File: config.mk
export PLATFORM = sky130hd
export DESIGN_NAME = srcs_ctrl
export DESIGN_NICKNAME = d
export VERILOG_FILES = /design/src/rtl/srcs_pkg.sv /design/src/rtl/srcs_ctrl.sv
export SDC_FILE = /design/constraint.sdc
export NUM_CORES = 1
export LEC_CHECK = 0
export ABC_CLOCK_PERIOD_IN_PS = 1800
export BUFFER_PORTS_ARGS = -buffer_cell sky130_fd_sc_hd__buf_4
export CAP_MARGIN = 20
export CORE_MARGIN = 10
export CORE_UTILIZATION = 44
export CTS_CLUSTER_DIAMETER = 60
export DETAILED_ROUTE_END_ITERATION = 8
export PLACE_DENSITY = 0.8
export SYNTH_ARGS = -nofsm -noshare
export SYNTH_HDL_FRONTEND = slang
export SYNTH_SLANG_ARGS = --single-unit
File: constraint.sdc
create_clock -name clk -period 1.8 [get_ports clk]
set_input_delay 0.27 -clock clk [delete_from_list [all_inputs] [get_ports clk]]
set_output_delay 0.27 -clock clk [all_outputs]
set_load 0.05 [all_outputs]
File: src/rtl/srcs_pkg.sv
package srcs_pkg;

	localparam int MEM_BYTES = 65536;
	localparam int MEM_AW    = $clog2(MEM_BYTES);
	localparam int REG_COUNT = 32;
	localparam int REG_AW    = $clog2(REG_COUNT);

	localparam logic [4:0] OP_ADD = 5'd0;
	localparam logic [4:0] OP_SUB = 5'd1;
	localparam logic [4:0] OP_MUL = 5'd2;
	localparam logic [4:0] OP_DIV = 5'd3;
	localparam logic [4:0] OP_AND = 5'd4;
	localparam logic [4:0] OP_OR  = 5'd5;
	localparam logic [4:0] OP_XOR = 5'd6;
	localparam logic [4:0] OP_SHF = 5'd7;
	localparam logic [4:0] OP_LDB = 5'd10;
	localparam logic [4:0] OP_LDW = 5'd11;
	localparam logic [4:0] OP_STB = 5'd12;
	localparam logic [4:0] OP_STW = 5'd13;
	localparam logic [4:0] OP_JMP = 5'd20;
	localparam logic [4:0] OP_JZ  = 5'd21;
	localparam logic [4:0] OP_JNZ = 5'd22;
	localparam logic [4:0] OP_JC  = 5'd23;
	localparam logic [4:0] OP_JNC = 5'd24;
	localparam logic [4:0] OP_JN  = 5'd25;
	localparam logic [4:0] OP_JNN = 5'd26;
	localparam logic [4:0] OP_IN  = 5'd27;
	localparam logic [4:0] OP_OUT = 5'd28;
	localparam logic [4:0] OP_RND = 5'd29;
	localparam logic [4:0] OP_HLT = 5'd31;

	localparam logic ACT_PROG = 1'b0;
	localparam logic ACT_EXEC = 1'b1;

	typedef enum logic [3:0] {
		ST_CLEAR,
		ST_IDLE,
		ST_DISP,
		ST_PROG,
		ST_FETCH,
		ST_READ,
		ST_EXEC,
		ST_DIV,
		ST_DIVF,
		ST_LOAD,
		ST_STORE,
		ST_WB,
		ST_PUT
	} state_t;

	typedef struct packed {
		logic       clear_wr;
		logic       take_in;
		logic       prog_wr;
		logic       fetch;
		logic       rd;
		logic       exec;
		logic       div_step;
		logic       div_fin;
		logic       load;
		logic       store;
		logic       wb;
		logic       put;
		logic [5:0] cnt;
	} cmd_t;

	typedef struct packed {
		logic [4:0] op;
		logic       action;
		logic       halted;
		logic       b_zero;
		logic       dist_zero;
		logic       clr_last;
		logic       out_free;
	} sts_t;

endpackage

File: src/rtl/srcs_ctrl.sv
module srcs_ctrl (
	input  logic            clk,
	input  logic            arst_n,
	input  logic            in_valid,
	output logic            in_stall,
	input  srcs_pkg::sts_t  sts,
	output srcs_pkg::cmd_t  cmd
);

	srcs_pkg::state_t state_q, state_nx;
	logic [5:0]       cnt_q;

	always_ff @(posedge clk or negedge arst_n) begin
		if (!arst_n) begin
			state_q <= srcs_pkg::ST_CLEAR;
			cnt_q   <= '0;
		end else begin
			state_q <= state_nx;
			cnt_q   <= (state_nx != state_q) ? 6'd0 : cnt_q + 6'd1;
		end
	end

	// next state
	always_comb begin
		state_nx = state_q;
		case (state_q)
			srcs_pkg::ST_CLEAR: begin
				if (sts.clr_last) state_nx = srcs_pkg::ST_IDLE;
			end
			srcs_pkg::ST_IDLE: begin
				if (in_valid) state_nx = srcs_pkg::ST_DISP;
			end
			srcs_pkg::ST_DISP: begin
				if (sts.action == srcs_pkg::ACT_PROG) state_nx = srcs_pkg::ST_PROG;
				else if (sts.halted) state_nx = srcs_pkg::ST_PUT;
				else state_nx = srcs_pkg::ST_FETCH;
			end
			srcs_pkg::ST_PROG:  state_nx = srcs_pkg::ST_PUT;
			srcs_pkg::ST_FETCH: begin
				if (cnt_q == 6'd4) state_nx = srcs_pkg::ST_READ;
			end
			srcs_pkg::ST_READ: begin
				if (cnt_q == 6'd3) state_nx = srcs_pkg::ST_EXEC;
			end
			srcs_pkg::ST_EXEC: begin
				if ((sts.op == srcs_pkg::OP_DIV && !sts.b_zero) ||
				    (sts.op == srcs_pkg::OP_RND && !sts.dist_zero))
					state_nx = srcs_pkg::ST_DIV;
				else if (sts.op == srcs_pkg::OP_LDB || sts.op == srcs_pkg::OP_LDW)
					state_nx = srcs_pkg::ST_LOAD;
				else if (sts.op == srcs_pkg::OP_STB || sts.op == srcs_pkg::OP_STW)
					state_nx = srcs_pkg::ST_STORE;
				else
					state_nx = srcs_pkg::ST_WB;
			end
			srcs_pkg::ST_DIV: begin
				if (cnt_q == 6'd31) state_nx = srcs_pkg::ST_DIVF;
			end
			srcs_pkg::ST_DIVF: state_nx = srcs_pkg::ST_WB;
			srcs_pkg::ST_LOAD: begin
				if ((sts.op == srcs_pkg::OP_LDB && cnt_q == 6'd1) || cnt_q == 6'd2)
					state_nx = srcs_pkg::ST_WB;
			end
			srcs_pkg::ST_STORE: begin
				if (sts.op == srcs_pkg::OP_STB || cnt_q == 6'd1)
					state_nx = srcs_pkg::ST_WB;
			end
			srcs_pkg::ST_WB:  state_nx = srcs_pkg::ST_PUT;
			srcs_pkg::ST_PUT: begin
				if (sts.out_free) state_nx = srcs_pkg::ST_IDLE;
			end
			default: state_nx = srcs_pkg::ST_IDLE;
		endcase
	end

	// command outputs
	always_comb begin
		cmd          = '0;
		cmd.cnt      = cnt_q;
		in_stall     = (state_q != srcs_pkg::ST_IDLE);
		case (state_q)
			srcs_pkg::ST_CLEAR: cmd.clear_wr = 1'b1;
			srcs_pkg::ST_IDLE:  cmd.take_in  = in_valid;
			srcs_pkg::ST_PROG:  cmd.prog_wr  = 1'b1;
			srcs_pkg::ST_FETCH: cmd.fetch    = 1'b1;
			srcs_pkg::ST_READ:  cmd.rd       = 1'b1;
			srcs_pkg::ST_EXEC:  cmd.exec     = 1'b1;
			srcs_pkg::ST_DIV:   cmd.div_step = 1'b1;
			srcs_pkg::ST_DIVF:  cmd.div_fin  = 1'b1;
			srcs_pkg::ST_LOAD:  cmd.load     = 1'b1;
			srcs_pkg::ST_STORE: cmd.store    = 1'b1;
			srcs_pkg::ST_WB:    cmd.wb       = 1'b1;
			srcs_pkg::ST_PUT:   cmd.put      = sts.out_free;
			default: cmd.cnt = cnt_q;
		endcase
	end

endmodule

==> impl_metrics.csv <==
group,metric,value,unit
logic_synthesis,number_of_synthesized_register_bits,10,
pwr,internal-power,0.00165,W
run_status,failing_checks,"negative setup slack",
timing,fin_crit,2.08,ns
placed_design,io_buffer_count,32,
floorplan,num_io_pins,33,
logic_synthesis,ys_top_cells_by_area,"sky130_fd_sc_hd__dfrtp_1 26%, sky130_fd_sc_hd__ha_1 5.2%, sky130_fd_sc_hd__nor2_1 4.3%",
cells_and_area,syn2layout_area_growth,92.2,%
logic_synthesis,synth-async-reset-ratio,1.00,
timing,finalWorstSetupSlack,-0.276,ns
cells_and_area,multi_input_area,805,um2
logic_synthesis,total_number_of_yosys_warnings,0,
global_routing,grt_first_pass_wirelength,6220,um
timing,final.setup.tns,-2.12,ns
logic_synthesis,part_of_the_yosys_area_used_for_sequential_elements,0.260,
floorplan,floorplan.initialDensity,0.475,
global_routing,grt_start_max_net_pins,11,
pwr,logic_gate_share_of_total_power,0.803,
timing,finalHoldViolations,0,
placed_design,finalWeightedCongestion,0.959,
cells_and_area,n_fill_cell,68,
cts,cts_inserted_buffers,3,
cells_and_area,antennaDiodeCount,0,
placed_design,dpl-instance-area,1550,um2
logic_synthesis,synth.avg_cell_area,8.28,um2
detailed_routing,antenna_viol_nets_final,0,
pwr,power.share.switching,0.499,
cells_and_area,finish.instance_area,1850,um2
setup_path,arrival_time_at_the_worst_endpoint,2.24,ns
detailed_routing,avgRoutedWirePerCell,22.7,um
detailed_routing,drc_errors,0,
pwr,p_switching,0.00164,W
floorplan,die_footprint,4450,um2
timing,worst_slew_margin_rel,0.750,
cts,clk_pin_slew,0.09,ns
logic_synthesis,synth_ff_type,"sky130_fd_sc_hd__dfrtp_1",
detailed_routing,detailed_routing_iteration_count_for_the_pre_antenna_repair_pass,6,
timing,timing.final.max_slew_violations,0,
min_path,hold_path_class,"primary input to async pin",
setup_path,required,1.97,ns
cells_and_area,post_route_cells_drive_above_1_share,0.679,
placed_design,dpl.hpwl,2770,um
timing,worst_margin_slew,0.374,ns
setup_path,critical_path_fanouts_max,6,
logic_synthesis,netlist.top_cell.by_area,"sky130_fd_sc_hd__dfrtp_1",
logic_synthesis,synth.top_cell.area_share,0.260,
run_status,status,"finished, violations left",
timing,fin_worst_hold_slack,0.366,ns
global_routing,final_global_route_overflow_total,0,
pwr,share_seq_of_total_power,0.127,
floorplan,floorplan.core_area,2020,um2
detailed_routing,dr.first_iter.drc_count,170,
setup_path,worst_setup_path_start_kind,"flip-flop",
setup_path,endpoint_kind,"flip-flop",
detailed_routing,detail_route.wirelength,5070,um
setup_path,worst_reg2reg_path_depth,7,
floorplan,die_boundary_width,66.7,um
cts,cts_tree,"built",
cells_and_area,regArea,263,um2
detailed_routing,detail_routed_via_count_per_cell,6.35,
logic_synthesis,postSynthNetCount,134,
floorplan,die_h,66.7,um
floorplan,core.rowCount,16,
logic_synthesis,synth_enable_flop_cells,0,
global_routing,grt_use_total,0.175,
cts,clk_latency,0.28,ns
cts,cts.sink_count,10,
run,maxCapViolations,0,
global_routing,grt_antenna_before_repair,0,
logic_synthesis,syn-instance-count,116,
cts,htree_num_levels,1,
timing,fin_crit_sh,1.15,
pwr,power.density,1780,nW/um2
cts,cts.root.buffer_cell,"sky130_fd_sc_hd__clkbuf_4",
cells_and_area,nNetsFinal,215,
pwr,p_leak,0.863,nW
logic_synthesis,synthesis.area,961,um2
setup_path,setup.worst_path.class,"flip-flop to flip-flop",
cells_and_area,post-route-util,0.913,
pwr,clock_power_share,0.070,
timing,finalClockSkew,0.00214,ns
logic_synthesis,number_of_library_cell_types_mapped_by_synthesis,46,
global_routing,vias_in_the_first_global_route,1291,
timing,timing.final.setup_violations,15,
timing,rsz0062_at_grt,"yes",
pwr,irDropWorstVdd,1270,uV
cts,cts_buffer_depth,2,
detailed_routing,vias,1415,
timing,maxClockFrequency,482,MHz
-- metrics by stage --
stage	power, W	worst slack, ns	std cells
detailed placement	0.00230	-0.258	206
global route	0.00338	-0.318	223
CTS	0.00271	-0.208	217
finish	0.00328	-0.276	223
floorplan	0.00159	-0.207	116
global placement	0.00224	-0.167	206
-- sequential cells by signal (all words and copies together), names as in the netlist --
| name | cells |
|---|---|
| cnt_q | 6 |
| state_q | 4 |
-- cell families after synthesis --
group           count (synthesis)  synth area share
fa+ha+maj                       4            0.0521
simple gates                   59             0.397
flops                          10             0.260
compound gates                 24             0.173
buf+inv                        14            0.0716
xor+xnor                        5            0.0456
-- layer usage --
| layer | GRT usage | part of all wire | vias up |
|---|---|---|---|
| met5 | 0 | 0 | - |
| met4 | 0.0628 | 0.052 | 0 |
| met3 | 0.0268 | 0.097 | 36 |
| met2 | 0.319 | 0.50 | 122 |
| met1 | 0.198 | 0.35 | 665 |
| li1 | - | - | 592 |
-- cell type report --
| cell class | count | share of cell area |
|---|---|---|
| sequential | 10 | 0.142 |
| tap | 27 | 0.0183 |
| timing repair buffer | 82 | 0.365 |
| multi-input combinational | 92 | 0.436 |
| clock buffer | 4 | 0.0196 |
| inverter | 8 | 0.0190 |
-- power groups by stage --
stage                     clock network, W  registers (W)  logic, W
after CTS                         0.000217       0.000415   0.00207
after detailed placement                 0       0.000432   0.00187
final                             0.000230       0.000419   0.00264
after floorplan                          0       0.000436   0.00115
after global placement                   0       0.000426   0.00181
after global routing              0.000227       0.000420   0.00274
-- cells in the mapped netlist, types with 2 or more instances --
cell type	n
sky130_fd_sc_hd__o221ai_1	2
sky130_fd_sc_hd__nor2_1	11
sky130_fd_sc_hd__nor3b_1	3
sky130_fd_sc_hd__xor2_1	2
sky130_fd_sc_hd__nand2b_1	6
sky130_fd_sc_hd__dfrtp_1	10
sky130_fd_sc_hd__a31oi_1	3
sky130_fd_sc_hd__nand3_1	5
sky130_fd_sc_hd__xnor2_1	3
sky130_fd_sc_hd__nand2_1	5
sky130_fd_sc_hd__or4_4	2
sky130_fd_sc_hd__nor4b_1	2
sky130_fd_sc_hd__nor2b_1	3
sky130_fd_sc_hd__a21oi_1	4
sky130_fd_sc_hd__nor3_1	6
sky130_fd_sc_hd__o21ai_0	6
sky130_fd_sc_hd__inv_1	8
sky130_fd_sc_hd__ha_1	4
sky130_fd_sc_hd__buf_2	4
-- cells in the final DEF (no fill, tap or decap), types with 2 or more instances in the layout --
cell	instances
sky130_fd_sc_hd__nor2_2	3
sky130_fd_sc_hd__a21oi_1	3
sky130_fd_sc_hd__dfrtp_2	10
sky130_fd_sc_hd__inv_2	3
sky130_fd_sc_hd__nor2b_1	2
sky130_fd_sc_hd__nand2b_4	2
sky130_fd_sc_hd__buf_4	67
sky130_fd_sc_hd__ha_2	2
sky130_fd_sc_hd__clkbuf_4	3
sky130_fd_sc_hd__buf_6	13
sky130_fd_sc_hd__o21ai_1	3
sky130_fd_sc_hd__nand2b_1	4
sky130_fd_sc_hd__o21ai_0	3
sky130_fd_sc_hd__a31oi_1	2
sky130_fd_sc_hd__ha_1	2
sky130_fd_sc_hd__nand3_1	4
sky130_fd_sc_hd__nor2_1	8
sky130_fd_sc_hd__nor3_2	4
sky130_fd_sc_hd__nor3_1	2
sky130_fd_sc_hd__or4_4	2
sky130_fd_sc_hd__and4bb_4	2
sky130_fd_sc_hd__nor4_4	2
sky130_fd_sc_hd__inv_1	3
sky130_fd_sc_hd__xnor2_1	2
sky130_fd_sc_hd__xor2_1	2
sky130_fd_sc_hd__inv_4	2
sky130_fd_sc_hd__nor3b_1	2
sky130_fd_sc_hd__nand2_1	5
-- what timing repair did --
action                                  4_1_cts  5_1_grt
pin swaps                                     2        9
hold buffers                                  1        0
hold endpoints to repair                     10        0
setup buffers                                 6        6
endpoints found under the setup margin       14       13
resized for setup                            11       37
-- critical path: stages (launching register included) --
cell                       delay (ns)
sky130_fd_sc_hd__dfrtp_2         0.44
sky130_fd_sc_hd__buf_4           0.15
sky130_fd_sc_hd__and4bb_4        0.22
sky130_fd_sc_hd__a21boi_1        0.16
sky130_fd_sc_hd__a41o_1          0.29
sky130_fd_sc_hd__or4_4           0.52
sky130_fd_sc_hd__nand3_4         0.13
sky130_fd_sc_hd__nor2_1          0.07
-- path summary, 6_finish.rpt --
check	slack, ns	startpoint	to
max reg2reg	-0.28	state_q[0]$_DFF_PN0_	cnt_q[5]$_DFF_PN0_
min	0.37	arst_n	state_q[3]$_DFF_PN0_
max	-0.28	state_q[0]$_DFF_PN0_	cnt_q[5]$_DFF_PN0_
min reg2reg	0.61	cnt_q[0]$_DFF_PN0_	cnt_q[0]$_DFF_PN0_
min in group clk	0.50	sts[0]	state_q[3]$_DFF_PN0_
max in group asynchronous	1.27	arst_n	cnt_q[2]$_DFF_PN0_
Note: power is estimated with default switching activity, not from simulation.
